## src/hw/rtl/bir_divider.sv

```systemverilog
`default_nettype none
// Pipelined restoring divider: one quotient bit per stage.
module bir_divider #(
  parameter int NW = 33,
  parameter int DW = 13,
  parameter int TW = 8
) (
  input  wire logic          clk,
  input  wire logic          en,
  input  wire logic [NW-1:0] num,
  input  wire logic [DW-1:0] den,
  input  wire logic [TW-1:0] tag_in,
  output      logic [NW-1:0] quo,
  output      logic [TW-1:0] tag_out
);
  logic [NW-1:0] q   [NW+1];
  logic [DW-1:0] rem [NW+1];
  logic [DW-1:0] d   [NW+1];
  logic [TW-1:0] tg  [NW+1];
  assign q[0] = num;
  assign rem[0] = '0;
  assign d[0] = den;
  assign tg[0] = tag_in;
  for (genvar s = 0; s < NW; s++) begin : g_stage
    logic [DW:0] trial;
    logic [DW:0] diff;
    assign trial = {rem[s], q[s][NW-1]};
    assign diff = trial - {1'b0, d[s]};
    always_ff @(posedge clk) begin
      if (en) begin
        if (!diff[DW]) begin
          rem[s+1] <= diff[DW-1:0];
          q[s+1] <= {q[s][NW-2:0], 1'b1};
        end else begin
          rem[s+1] <= trial[DW-1:0];
          q[s+1] <= {q[s][NW-2:0], 1'b0};
        end
        d[s+1] <= d[s];
        tg[s+1] <= tg[s];
      end
    end
  end
  assign quo = q[NW];
  assign tag_out = tg[NW];
endmodule
`default_nettype wire

```

## config.mk

```make
export PLATFORM = sky130hd
export DESIGN_NAME = bir_divider
export DESIGN_NICKNAME = d
export VERILOG_FILES = /design/src/hw/rtl/bir_divider.sv
export SDC_FILE = /design/constraint.sdc
export NUM_CORES = 2
export LEC_CHECK = 0
export ABC_AREA = 1
export BUFFER_PORTS_ARGS = -buffer_cell sky130_fd_sc_hd__buf_2
export CORE_ASPECT_RATIO = 1.25
export CORE_MARGIN = 5
export CORE_UTILIZATION = 35
export DETAILED_ROUTE_END_ITERATION = 16
export GPL_TIMING_DRIVEN = 0
export HOLD_SLACK_MARGIN = 0.12
export PLACE_DENSITY_LB_ADDON = 0.2
export SYNTH_ARGS = -nofsm -noshare
export SYNTH_HDL_FRONTEND = slang
export SYNTH_SLANG_ARGS = --single-unit
```

## constraint.sdc

```tcl
create_clock -name clk -period 2.5 [get_ports clk]
set_clock_uncertainty 0.1 [all_clocks]
set_input_delay 0.375 -clock clk [delete_from_list [all_inputs] [get_ports clk]]
set_output_delay 0.375 -clock clk [all_outputs]
set_load 0.05 [all_outputs]
```

=== Word level (Yosys, flattened, before mapping) ===
Cells that the tools add are included.

* Output and inout bits: 41
* Bits in registers: 2,185
* Logic and storage cells: 229
* Memory bits (writable): 0
* Bits of input ports: 56
* Bits in latches: 0
* Memories: 0
* Memory bits (read-only): 0

* Multiply operators: 0
* Bitwise operators: 0
* Add/subtract/negate cells: 33
* Shift operators: 0
* Muxes and demuxes: 65
* Divide/modulo/power cells: 0
* Equal/unequal tests: 0
* Reduce and logical (&&, ||, !) cells: 0
* $lt $le $gt $ge: 0

{| class="wikitable"
|+ Operators by type and width
! kind !! count
|-
| subtractor 14 x 13 -> 14 bit || 32
|-
| 2-to-1 mux 13 bit || 31
|-
| 2-to-1 mux 1 bit || 34
|-
| subtractor 1 x 13 -> 14 bit || 1
|}

=== Logic depth before layout (Yosys ltp) ===
* Depth after elaboration: 2
* Depth in mapped cells: 12

=== Least setup slack after synthesis ===
OpenSTA, ideal clock, no wires.

* Path kind: register -> register
* From: reg q, in the netlist g_stage[9].trial[0]
* To: reg rem, in the netlist g_stage[10].trial[9] (data pin)
* Clock period less this slack: 1,953 ps
* Setup slack: 547 ps
* Library setup time: 253 ps
* Data arrival time: 1,600 ps
* Data required time: 2,147 ps
* Stages on the path, launching flop included: 13
* Cells stage by stage: edfxtp_1 inv_1 ha_1 inv_1 fa_1 nand3_1 nand3_1 nand2_1 nand3_1 nand2_1 nand2_1 nand3_1 nand2_1

* Longest elaborated chain between the ends: 2

{| class="wikitable"
|+ RTL lines
! item !! line !! source
|-
| start: declaration || 16 || <nowiki>logic [NW-1:0] q [NW+1];</nowiki>
|-
| start signal: indexed assignment || 33 || <nowiki>q[s+1] <= {q[s][NW-2:0], 1'b1};</nowiki>
|-
| start signal: indexed assignment || 36 || <nowiki>q[s+1] <= {q[s][NW-2:0], 1'b0};</nowiki>
|-
| subtractor 14 x 13 -> 14 bit || 28 || <nowiki>assign diff = trial - {1'b0, d[s]};</nowiki>
|-
| 2-to-1 mux 13 bit || 31 || <nowiki>if (!diff[DW]) begin</nowiki>
|-
| end signal: indexed assignment || 32 || <nowiki>rem[s+1] <= diff[DW-1:0];</nowiki>
|-
| end signal: indexed assignment || 35 || <nowiki>rem[s+1] <= trial[DW-1:0];</nowiki>
|-
| end: declaration || 17 || <nowiki>logic [DW-1:0] rem [NW+1];</nowiki>
|}

Every way passes these cells.
A chain may end at the register's enable or synchronous reset.

=== Worst setup path in the final report ===
* From: reg rem, in the netlist g_stage[14].trial[2]
* To: reg rem, in the netlist g_stage[15].trial[5] (data pin)

* Longest elaborated chain between the ends: 2

{| class="wikitable"
|+ RTL lines
! item !! line
|-
| subtractor 14 x 13 -> 14 bit || 28
|-
| 2-to-1 mux 13 bit || 31
|}

Every way passes these cells.

==> impl_metrics.json <==
{
  "grt_antenna_before_repair": 3,
  "crit_buf_inv": 0,
  "setup_violations": 0,
  "syn2layout_area_growth_pct": 14.9,
  "startpoint": "g_stage[14].trial[2]",
  "wl_per_cell_microns": 16.2,
  "ant_nets": 0,
  "syn-cell-area_sq_mm": 0.102,
  "yosysTopAreaCellShare": 0.646,
  "initialDrtViolationCount": 3173,
  "synthCells": 8938,
  "cts.htree.levels": 4,
  "clkTransAtPathRegs_ns": 0.06,
  "vias": 60362,
  "avgSynthCellArea_sq_um": 11.4,
  "cpPeakStageDelay_ns": 0.50,
  "hold_slack_ns": 0.0402,
  "clk_latency_ns": 0.92,
  "core-area_sq_mm": 0.290,
  "cts_root_buffer": "clkbuf_16",
  "setup_ws_ns": 0.0956,
  "rows": 221,
  "hold_depth": 2,
  "reg2reg_depth": 11,
  "cp_max_fo": 8,
  "crit_cells": 11,
  "dr.pass1.iters": 5,
  "final_hold_viol_count": 0,
  "port_buffers": 96,
  "ys_warn_count": 0,
  "fmax_ghz": 0.416,
  "die_area_sq_mm": 0.301,
  "drive_gt1_frac": 0.120,
  "utilization": 0.403,
  "p_leak_nw": 51.4,
  "synthTopCellsByArea": "edfxtp_1 (65%), nand2_1 (10%), inv_1 (5.2%), ha_1 (5.1%), nand3_1 (4.3%)",
  "io-pin-count": 97,
  "nets": 9938,
  "slowest_stage": "edfxtp_1",
  "fill_cells": 27635,
  "slew_violations": 0,
  "hp-class": "in2reg",
  "drc": 0,
  "synth_cell_types": 27,
  "crit_chain": "ha_1, nand2_1, nand2_1, nand2_1, nand3_4, nand2_4, nand2_4, nand2_4, nand2_4, nand2_1, nand2_1",
  "min_from": "en",
  "multi_input_area_sq_mm": 0.0304,
  "grt_pass1_wl_microns": 338000,
  "power_per_cell_area_mw_per_mm2": 1180,
  "cts_tree": "yes",
  "crit_family": "simple AND/OR/NAND/NOR gates",
  "die_w_microns": 492,
  "regArea_sq_mm": 0.0656,
  "maxCapViolations": 0,
  "outcome": "finished, final reports clean",
  "grt_use_total": 0.141,
  "die_h_microns": 612,
  "min_period_over_period": 0.962,
  "cts_buffer_depth": 4,
  "grt_max_degree": 172,
  "ys_seq_area_frac": 0.646,
  "slew_headroom": 0.326,
  "period_needed_ns": 2.40,
  "peakVddDrop_uv": 708,
  "cts_buffers": 238,
  "yosysTopAreaCell": "edfxtp_1",
  "critPathLaunchType": "register",
  "start_util": 0.351,
  "routed_wl_microns": 217000,
  "worstSetupPathType": "reg2reg",
  "worstPathArrival_ns": 2.89,
  "crit_required_ns": 2.99,
  "pre_cts_ws_ns": -2.18,
  "worstMarginPinSlew_ns": 1.01,
  "post_drt_via_cell_ratio": 4.50,
  "first_global_vias": 60856,
  "grt_overflow": 0,
  "hpwl_microns": 157000,
  "clock-sinks": 2185,
  "synth_seq_cells": 2185,
  "critPathCaptureType": "register",
  "r2r_start": "g_stage[14].trial[2]",
  "cp_common_cell": "nand2_1",
  "gp_congestion": 0.849
}
-- worst register-to-register path, delay by kind of cell, from the launching register on --
kind / cells / cell delay, ns
and+or+nand+nor: 10 / 1.03
DFF: 1 / 0.50
adders and majority gates: 1 / 0.44
-- layout make-up --
class | instances | share of cell area
antenna | 4 | 0.0000857
inverter | 1447 | 0.0465
clock buffer | 277 | 0.0523
clock inverter | 146 | 0.0142
buffer | 41 | 0.00264
timing repair buffer | 252 | 0.0215
multi-input combinational | 5269 | 0.260
sequential | 2185 | 0.562
tap | 3791 | 0.0406
-- layer usage --
| metal | vias up | global-route usage | part of all wire |
|---|---|---|---|
| met2 | 768 | 0.268 | 0.53 |
| met3 | 429 | 0.0201 | 0.028 |
| li1 | 30852 | - | - |
| met5 | - | 0 | 0 |
| met4 | 0 | 0.0521 | 0.038 |
| met1 | 28313 | 0.161 | 0.40 |
-- state kept, by name, summed over array words and instances (netlist names) --
register / count
q: 1024
quo: 33
tg: 256
tag_out: 8
g_stage.trial: 448
d: 416
-- kinds of logic (layout without fill, tap and decap cells) --
family / Yosys count / in the layout / synth area share
XOR/XNOR: 124 / 124 / 0.0107
adder cells (fa/ha/maj): 448 / 448 / 0.0575
other: 1 / 9 / 0.0000369
AO/OA/AOI/OAI: 173 / 173 / 0.0120
flip-flops: 2185 / 2185 / 0.646
buffers and inverters: 1488 / 2163 / 0.0565
AND/OR/NAND/NOR: 4519 / 4519 / 0.217
-- power breakdown --
group	total (mW)	switching [mW]	internal, mW
clock	35.1	14.4	20.7
sequential	52.5	3.80	48.7
combinational	50.4	33.4	17.0
total	138	51.6	86.4
-- worst paths after layout --
path / to / slack, ns
max: g_stage[15].trial[5] / 0.1
min: tg[226] / 0.04
max reg2reg: g_stage[15].trial[5] / 0.1
min reg2reg: q[1044] / 0.24
-- cell usage after synthesis --
cell      number
nand2_1     2698
nor2_4        31
nand2_2      119
edfxtp_1    2185
nand2_8        1
ha_1         417
inv_1       1411
fa_1          31
xor2_1       124
a21oi_4       31
nor2_1       254
o21ai_1        1
nand3_4       93
o21ai_0        3
or2_0          1
conb_1         1
nand2_4      201
nor3_1         1
nor2_2        62
and2_4        31
a21oi_1      137
nor4_1         1
inv_2         36
nand4_1      155
o211ai_1       1
nand3_1      871
buf_4         41
-- layout by cell type (no fill, tap or decap), types with 120 or more instances in the layout --
master / count
nand2_1: 2697
edfxtp_1: 2185
inv_1: 1410
nand3_1: 855
ha_1: 415
nor2_1: 254
clkbuf_16: 238
nand2_4: 200
nand4_1: 155
a21oi_1: 136
xor2_1: 124
nand2_2: 120
-- repair_timing --
action / 4_1_cts / 5_1_grt
endpoints found under the setup margin: 830 / 43
gates cloned: 6 / 0
hold endpoints to repair: 216 / 172
pin swaps: 0 / 5
hold buffers: 122 / 1
buffers inserted: 3 / 10
gates resized for setup: 5 / 25
-- stage by stage --
stage	TNS [ns]	power [mW]	instance area (sq um)	cells
final	0	138	117000	13412
after global routing	-0.0463	148	117000	13411
after CTS	0	140	117000	13397
after detailed placement	-1458.03	104	107000	12843
after global placement	-	101	107000	12829
after floorplan	0	89.1	102000	8942
Power figures use the tool's default switching activity.
