### config.mk
export PLATFORM = sky130hd
export DESIGN_NAME = bir_lane
export DESIGN_NICKNAME = d
export VERILOG_FILES = /design/src/hw/rtl/bir_lane.sv
export SDC_FILE = /design/constraint.sdc
export NUM_CORES = 1
export LEC_CHECK = 0
export BUFFER_PORTS_ARGS = -buffer_cell sky130_fd_sc_hd__buf_2
export CORE_MARGIN = 4
export CORE_UTILIZATION = 30
export CTS_BUF_LIST = sky130_fd_sc_hd__clkbuf_4 sky130_fd_sc_hd__clkbuf_8
export DETAILED_ROUTE_END_ITERATION = 12
export PLACE_DENSITY_LB_ADDON = 0.05
export SLEW_MARGIN = 10
export SYNTH_ARGS = -nofsm -noshare
export SYNTH_HDL_FRONTEND = slang
export SYNTH_SLANG_ARGS = --single-unit
### constraint.sdc
create_clock -name clk -period 6.5 [get_ports clk]
set_input_delay 0.325 -clock clk [delete_from_list [all_inputs] [get_ports clk]]
set_output_delay 0.325 -clock clk [all_outputs]
set_load 0.005 [all_outputs]
### src/hw/rtl/bir_lane.sv
`default_nettype none
// One color channel: bilinear blend of four neighbors, two multiply stages.
module bir_lane #(
  parameter int FB = 8
) (
  input  wire logic         clk,
  input  wire logic         en,
  input  wire logic [7:0]   a,
  input  wire logic [7:0]   b,
  input  wire logic [7:0]   c,
  input  wire logic [7:0]   d,
  input  wire logic [FB-1:0] fx,
  input  wire logic [FB-1:0] fy,
  output      logic [7:0]   result
);
  logic [FB:0] wx0, wy0;
  logic [8+FB:0] top, bot;
  logic [FB:0] fy_q, wy0_q;
  logic [9+2*FB:0] sum;
  logic [9+2*FB:0] sh;
  assign wx0 = (FB+1)'(1 << FB) - {1'b0, fx};
  assign wy0 = (FB+1)'(1 << FB) - {1'b0, fy};
  always_ff @(posedge clk) begin
    if (en) begin
      top <= (9+FB)'(a) * (9+FB)'(wx0) + (9+FB)'(b) * (9+FB)'(fx);
      bot <= (9+FB)'(c) * (9+FB)'(wx0) + (9+FB)'(d) * (9+FB)'(fx);
      fy_q <= {1'b0, fy};
      wy0_q <= wy0;
      sum <= (10+2*FB)'(top) * (10+2*FB)'(wy0_q) + (10+2*FB)'(bot) * (10+2*FB)'(fy_q);
    end
  end
  assign sh = sum >> (2 * FB);
  assign result = (sh > 255) ? 8'hFF : sh[7:0];
endmodule
`default_nettype wire

== Yosys cells after proc, flatten, opt, wreduce, memory -nomap -nowiden ==
Index checks and enable logic that the tools add are counted.

* Input bits: 50
* Output and inout bits: 8
* Word-level logic and storage cells: 18
* Register bits: 77

* $lt $le $gt $ge: 1
* Multipliers: 6
* Mux-type cells: 1
* Add/subtract/negate cells: 5

{| class="wikitable"
|+ Operator list
! operator !! count
|-
| 17-bit by 16-bit adder with 17-bit output || 2
|-
| 8-bit by 9-bit multiplier with 17-bit output || 2
|-
| 8-bit by 8-bit multiplier with 16-bit output || 2
|-
| 26-bit by 25-bit adder with 26-bit output || 1
|-
| 17-bit by 9-bit multiplier with 26-bit output || 1
|-
| 17-bit by 8-bit multiplier with 25-bit output || 1
|-
| 9-bit by 8-bit subtractor with 9-bit output, first input constant || 2
|-
| 10-bit by 8-bit greater-than comparator with 1-bit output, second input constant || 1
|-
| 8-bit 2-to-1 mux || 1
|}

== Depth between registers and ports, before layout ==
Gate-level depths: netlist (run 1).

* Depth after elaboration: 3
* Depth in mapped cells: 24
* Mapped depth without buffers: 24

== Least setup slack after synthesis (run 1) ==
OpenSTA, ideal clock, no wires.

* Kind: input to register
* From: input fx[2]
* To: register top[15] (data pin)
* Arrival: 6,308 ps
* Data required time: 6,363 ps
* Path slack: 55 ps
* Library setup time: 137 ps
* Stages on the path: 24
* Path through: clkbuf_1 -> nor2_1 -> nand2_1 -> or3_1 -> xor2_1 -> clkbuf_1 -> nand2_1 -> fa_1 -> fa_1 -> fa_1 -> inv_1 -> fa_1 -> fa_1 -> inv_1 -> fa_1 -> inv_1 -> ha_1 -> inv_1 -> o21bai_1 -> a21oi_1 -> a21boi_0 -> o21ai_0 -> or4_1 -> nand4_1

* Longest elaborated chain between the ends: 3
* Elaborated cells on any way between the ends: 4
* Classes of those cells: 2 x add/sub; 2 x mul

{| class="wikitable"
|+ Ends and longest elaborated chain
! element !! line !! source
|-
| from (decl) || 12 || <nowiki>input wire logic [FB-1:0] fx,</nowiki>
|-
| 9-bit by 8-bit subtractor with 9-bit output || 21 || <nowiki>assign wx0 = (FB+1)'(1 << FB) - {1'b0, fx};</nowiki>
|-
| 8-bit by 9-bit multiplier with 17-bit output || 25 || <nowiki>top <= (9+FB)'(a) * (9+FB)'(wx0) + (9+FB)'(b) * (9+FB)'(fx);</nowiki>
|-
| 17-bit by 16-bit adder with 17-bit output (*) || 25 ||
|-
| to (signal assigned) || 25 ||
|-
| to (decl) || 17 || <nowiki>logic [8+FB:0] top, bot;</nowiki>
|}

Mark *: on every way between the ends. The rest lies on a longest branch, timed or not.
A chain may end at the register's enable or synchronous reset.

== Worst setup path in the final report (run 1) ==
* From: register fy_q[2]
* To: register sum[23] (data pin)

* Longest elaborated chain between the ends: 2

{| class="wikitable"
|+ Ends and longest elaborated chain
! element !! line !! source
|-
| from (decl) || 18 || <nowiki>logic [FB:0] fy_q, wy0_q;</nowiki>
|-
| from (signal assigned) || 27 || <nowiki>fy_q <= {1'b0, fy};</nowiki>
|-
| 17-bit by 8-bit multiplier with 25-bit output || 29 || <nowiki>sum <= (10+2*FB)'(top) * (10+2*FB)'(wy0_q) + (10+2*FB)'(bot) * (10+2*FB)'(fy_q);</nowiki>
|-
| 26-bit by 25-bit adder with 26-bit output || 29 ||
|-
| to (signal assigned) || 29 ||
|-
| to (decl) || 19 || <nowiki>logic [9+2*FB:0] sum;</nowiki>
|}

No other way between the ends.

==> impl_results.md, run 1 <==
* Top-area cell type share of the netlist area at 0.444
* H-tree Lvls at 3
* Cts hold-fix bufs at 0
* CP startpoint kind: register
* CP Class: register to register
* Root Buffer Master: clkbuf_8
* Vias in the first global route at 15300
* HP Start: fy[3]
* Clock Path Buffers at 2
* HP Class: input pin to register
* Post-synth design cell area at 20000 µm²
* Inserted Clock Buffers at 9
* Share of layout cells above drive strength 1 at 0.0865
* CP arrival at 6.37 ns
* Post-synthesis cell count at 2129
* Post-synthesis sequential area ratio at 0.0902
* Fillers at 6979
* Critical-path cell list: buf_12, buf_4, and2_1, fa_1, inv_1, fa_1, inv_1, fa_1, fa_1, fa_1, inv_1, fa_1, inv_1, ha_1, nand2_1, nor4_2, a21oi_1, buf_4, a211o_1, o21a_2, or2_4, xnor2_1
* Post-Syn Nets at 2833
* Max Cap Violations at 0
* Wire per inst at 16.9 µm
* Hold depth at 1
* First-pass GRT wire length at 85.7 mm
* Post-Route WL at 52.4 mm
* DRC viols at 0
* Asr flop ratio synth at 0
* Worst r2r path cells at 22
* Initial core utilization at 0.303
* Critical path's top delay family: adder cells
* Clock-pin transition on the worst setup and hold timing paths at 0.09 ns
* Synth unique cells at 50
* Pins over their slew limit at 0
* Number of buffers and inverters on the critical path at 7
* FF-to-FF End: sum[23]
* Final ANT Viol Nets at 0
* Design Area, Final at 22300 µm²
* Worst Tran Pin Value at 0.858 ns
* Detailed placement HPWL at 45.8 mm
* Ports at 58
* GPL Wtd Cong at 0.783
* Crit-path most repeated cell: fa_1
* Yosys reg bits at 60
* Top_reg_cell synth: edfxtp_1
* Ranking of synthesized cells by area: fa_1, ha_1, inv_1, edfxtp_1, and2_1
* DIE HEIGHT at 266 µm
* Worst relative slew slack at 0.428
* Number of synthesized flops with an enable pin at 60
* PortBufs at 57
* GRT Overall Usage at 0.153
* Vias at 13600
* P&R area growth vs syn at 11.6%
* Status: complete, no violations
* Initial antenna violation count at 1
* Cell type of the slowest stage on the worst timing path: fa_1
* RR Startpoint: fy_q[2]
* CP Capture Type: register
* # nets final at 2941
* DIE AREA at 70800 µm²
* Synth Area per Inst at 9.39 µm²
* Core ar. at 65900 µm²
* RSZ-0062 raised after global routing: true
* Setup violations, final at 0
* Cell Area, Placed at 21900 µm²
* Largest net degree at the start of global routing at 61
* CP required at 6.62 ns
* Die X-Extent at 266 µm
* Ys Warns at 0
* Fmax at 160 MHz
* Row count at 94
* Via density at 4.36
* Clk Latency, worst-skew pair at 0.39 ns
* Fin crit share at 0.961
* Final Hold Viols at 0
* R2r setup slk at 0.26 ns
* Post-route minimum period at 6.24 ns
* Total grt overflow at 0
* Iteration-0 DRC Markers at 503
* Clock sinks at 60
* CTS tree: done
* Hold Path End: fy_q[3]
* Slowest stage delay, CP at 0.53 ns
* Cell accounting for the most synthesized area: fa_1
* Pre-antenna DRT Iters at 4
* CP Max Fanout at 12
* Clock Skew at 0.0203 ns
-- per-stage QoR --
step,TNS (ns),worst slack (ns),instances,hold slack [ns],utilization
finish,0,0.256,3107,0.173,0.339
detailed placement,-0.0387,-0.0265,3076,0.569,0.333
floorplan,0,0.0549,2129,0.424,-
global route,-0.0159,-0.00673,3107,0.151,0.339
global placement,0,0.0749,3076,0.571,0.333
CTS,0,0.116,3092,0.132,0.336
-- flip-flops by register name (all words and copies together), names as in the netlist --
signal and count:
bot 17, wy0_q 9, sum 10, fy_q 7, top 17
-- cells in the mapped netlist, types with 2 or more instances --
library cell  number
a21o_1            12
a21oi_1           28
a31oi_1            3
a41oi_1            2
and2_1           278
buf_1              4
clkbuf_1          61
edfxtp_1          60
fa_1             443
ha_1             211
inv_1            562
nand2_1          300
nand3_1            5
nand4_1            5
nor2_1            14
nor3_1            16
nor4_1             4
o2111ai_1          2
o211ai_1           4
o21a_1             2
o21ai_0           12
o21bai_1           8
o41ai_1            2
or3_1             11
or4_1              2
xnor2_1           37
xor2_1            18
-- worst max-delay path by stage --
| stage | from | slack, ns | to | depth (start not counted) |
|---|---|---|---|---|
| after floorplan | fx[2] | 0.05 | top[15] | 24 |
| after global placement | fx[0] | 0.07 | top[14] | 23 |
| after detailed placement | fx[0] | -0.03 | top[14] | 23 |
| after CTS | top[7] | 0.12 | sum[23] | 20 |
| after global routing | top[8] | -0.007 | sum[21] | 20 |
| final | fy_q[2] | 0.26 | sum[23] | 22 |
-- layer usage --
layer	track usage	routed length, µm
met5	0	0
met4	0.0233	469
met3	0.0111	811
met2	0.258	25000
met1	0.221	26100
-- area by class of cell --
cell class	instances	area, µm²	area share
Sequential cell	60	1800	0.0808
Multi-Input combinational cell	1441	15900	0.711
Clock buffer	9	124	0.00555
Antenna cell	1	2.50	0.000112
Clock inverter	7	75.1	0.00337
Inverter	562	2110	0.0946
Timing Repair Buffer	163	1240	0.0558
Tap cell	864	1080	0.0485
-- cell families after synthesis --
kind of cell,count (synthesis),synth area share
adder cells (fa/ha/maj),654,0.576
AND/OR/NAND/NOR,642,0.161
buffers and inverters,628,0.118
AO/OA/AOI/OAI,90,0.0304
flip-flops,60,0.0902
XOR/XNOR,55,0.0241
-- worst register-to-register path, cell delays in order (launching register included) --
cell	delay (ns)
edfxtp_1	0.42
buf_12	0.17
buf_4	0.16
and2_1	0.16
fa_1	0.53
inv_1	0.05
fa_1	0.53
inv_1	0.05
fa_1	0.50
fa_1	0.46
fa_1	0.49
inv_1	0.05
fa_1	0.47
inv_1	0.04
ha_1	0.28
nand2_1	0.10
nor4_2	0.27
a21oi_1	0.10
buf_4	0.17
a211o_1	0.34
o21a_2	0.26
or2_4	0.27
xnor2_1	0.12
-- cells in the final DEF, fill, tap and decap left out, types with 3 or more instances in the layout --
| master | n |
|---|---|
| nand4_1 | 5 |
| buf_4 | 91 |
| nor3_1 | 15 |
| o21bai_1 | 8 |
| edfxtp_1 | 60 |
| buf_2 | 58 |
| o211ai_1 | 4 |
| xnor2_1 | 37 |
| nand3_1 | 5 |
| fa_1 | 443 |
| and2_1 | 276 |
| buf_12 | 13 |
| a21o_1 | 12 |
| nor4_1 | 3 |
| inv_1 | 562 |
| or3_1 | 11 |
| o21ai_0 | 12 |
| clkinvlp_4 | 3 |
| xor2_1 | 18 |
| a21oi_1 | 28 |
| nor2_1 | 14 |
| nand2_1 | 300 |
| clkbuf_8 | 9 |
| ha_1 | 211 |
-- timing repair --
item                                    in CTS  in global routing
endpoints found under the setup margin       0                  6
buffers inserted                             0                 14
gates resized for setup                      0                  8
hold endpoints to repair                     0                  0
Power of run 1 is left out: the tool's default activity adds up to more than one toggle a clock period on the data nets, which glitch-free logic cannot reach.
==> inputs of run 2 (changes only) <==
Settings changed: CORE_UTILIZATION 30 to 40.
==> run 2 against run 1 <==
Clock skew shrank 0.0013 ns; clock-buffer cell count unchanged; fmax grew 0.31%; wire length shrank 8.8%; cell count is 7.3% lower; final area decreased by 2.5%; worst hold slack worse by 0.0079 ns; global-route usage rose by 3.8 points; register-to-register slack improved by 0.02 ns; worst setup slack improved by 0.019 ns; non-clock buffer count shrank 26; via count is 0.80% lower; critical path type unchanged; largest cell class unchanged.
==> impl_results.md, run 2 (synthesis gave the netlist of run 1 again) <==
* Status: complete, no violations
* Iteration-0 DRC Markers at 478
* Detailed placement HPWL at 41.6 mm
* Commonest cells after routing, fill and taps aside: inv_1, fa_1, nand2_1
* Via density at 4.67
* Met1 track demand over resource at 0.273
* Inserted Clock Buffers at 9
* Met3 GRT Util at 0.0132
* Root Buffer Master: clkbuf_8
* CP required at 6.64 ns
* CTS tree: done
* Initial antenna violation count at 1
* # nets final at 2915
* Total grt overflow at 0
* GRT Overall Usage at 0.190
* Clock Skew at 0.0190 ns
* Share of layout cells above drive strength 1 at 0.0731
* Die X-Extent at 232 µm
* Initial core utilization at 0.407
* Post-route minimum period at 6.22 ns
* Pins over their slew limit at 0
* Ports at 58
* P&R area growth vs syn at 8.83%
* Largest net degree at the start of global routing at 61
* HP Class: input pin to register
* Wire per inst at 16.6 µm
* Top flop regs: bot (17), top (17), sum (10)
* DIE HEIGHT at 232 µm
* DIE AREA at 53600 µm²
* Worst relative slew slack at 0.438
* Final ANT Viol Nets at 0
* Setup violations, final at 0
* Core ar. at 49200 µm²
* CP Class: register to register
* CP startpoint kind: register
* Final setup TNS at 0 ns
* Final Hold Viols at 0
* Vias in the first global route at 15200
* Fillers at 4910
* Commonest non-fill, non-tap cell in the layout: inv_1
* Fin crit share at 0.958
* Row count at 81
* Clk Latency, worst-skew pair at 0.40 ns
* CP arrival at 6.36 ns
* PortBufs at 57
* First-pass GRT wire length at 81.5 mm
* Vias at 13500
* Post-Route WL at 47.8 mm
* CP Capture Type: register
* Number of buffers and inverters on the critical path at 5
* CP Max Fanout at 8
* DRC viols at 0
* Cell type of the slowest stage on the worst timing path: edfxtp_1
* Fin Hold WS at 0.165 ns
* H-tree Lvls at 3
* Cell Area, Placed at 21500 µm²
* Cts hold-fix bufs at 0
* GPL Wtd Cong at 0.809
* Worst Tran Pin Value at 0.843 ns
* Clock-pin transition on the worst setup and hold timing paths at 0.10 ns
* Crit-path most repeated cell: fa_1
* RSZ-0062 raised after global routing: false
* Clock sinks at 60
* Max Cap Violations at 0
* Critical path's top delay family: adder cells
* Clock Path Buffers at 2
* Most used routing layer: met2
* GR Layer Usage met2 at 0.322
* Critical-path cell list: and2_1, fa_1, inv_1, fa_1, fa_1, inv_1, fa_1, fa_1, inv_1, fa_1, inv_1, ha_1, nand4_2, nor4_1, a311oi_1, buf_4, a211o_1, o21a_1, or2_4, xnor2_1
* Design Area, Final at 21700 µm²
* Fmax at 161 MHz
* Pre-antenna DRT Iters at 5
* Slowest stage delay, CP at 0.54 ns
run 2: changes by cell type in the layout (fill, tap and decap cells not counted), moves of 2 or more:
cell    previous run  this run
and2_1           276       278
buf_12            13         9
and2_4             2         0
buf_4             91        71
run 2: final timing paths:
| check | startpoint | to | slack (ns) | cells after the start |
|---|---|---|---|---|
| worst max-delay path | top[7] | sum[23] | 0.28 | 20 |
| worst min-delay path | fy[3] | fy_q[3] | 0.16 | 1 |
| worst max register to register | top[7] | sum[23] | 0.28 | 20 |
| worst min register to register | top[16] | sum[25] | 1.62 | 7 |
run 2: per-layer routing:
metal / vias up / wire length, µm
met5: - / 0
met4: 0 / 615
met3: 31 / 950
met2: 139 / 23000
met1: 6877 / 23200
li1: 6405 / -
run 2: stage by stage:
step                       util  cells  setup slack (ns)
after floorplan               -   2129            0.0549
after detailed placement  0.438   2857           -0.0443
final                     0.442   2881             0.276
after global placement    0.438   2857            0.0723
after CTS                 0.441   2873             0.217
after global routing      0.442   2881           0.00790
run 2: timing repair:
action	4_1_cts	5_1_grt
gates resized for setup	0	2
buffers inserted	0	7
endpoints found under the setup margin	0	5
run 2: cell type report:
| type | count | area, µm² | share of cell area |
|---|---|---|---|
| multi-input combinational | 1441 | 15800 | 0.728 |
| inverter | 562 | 2110 | 0.0970 |
| sequential | 60 | 1800 | 0.0828 |
| timing repair buffer | 137 | 998 | 0.0459 |
| tap | 664 | 831 | 0.0382 |
| clock buffer | 9 | 124 | 0.00570 |
| clock inverter | 7 | 51.3 | 0.00236 |
| antenna | 1 | 2.50 | 0.000115 |
Power of run 2 is left out for the same reason.
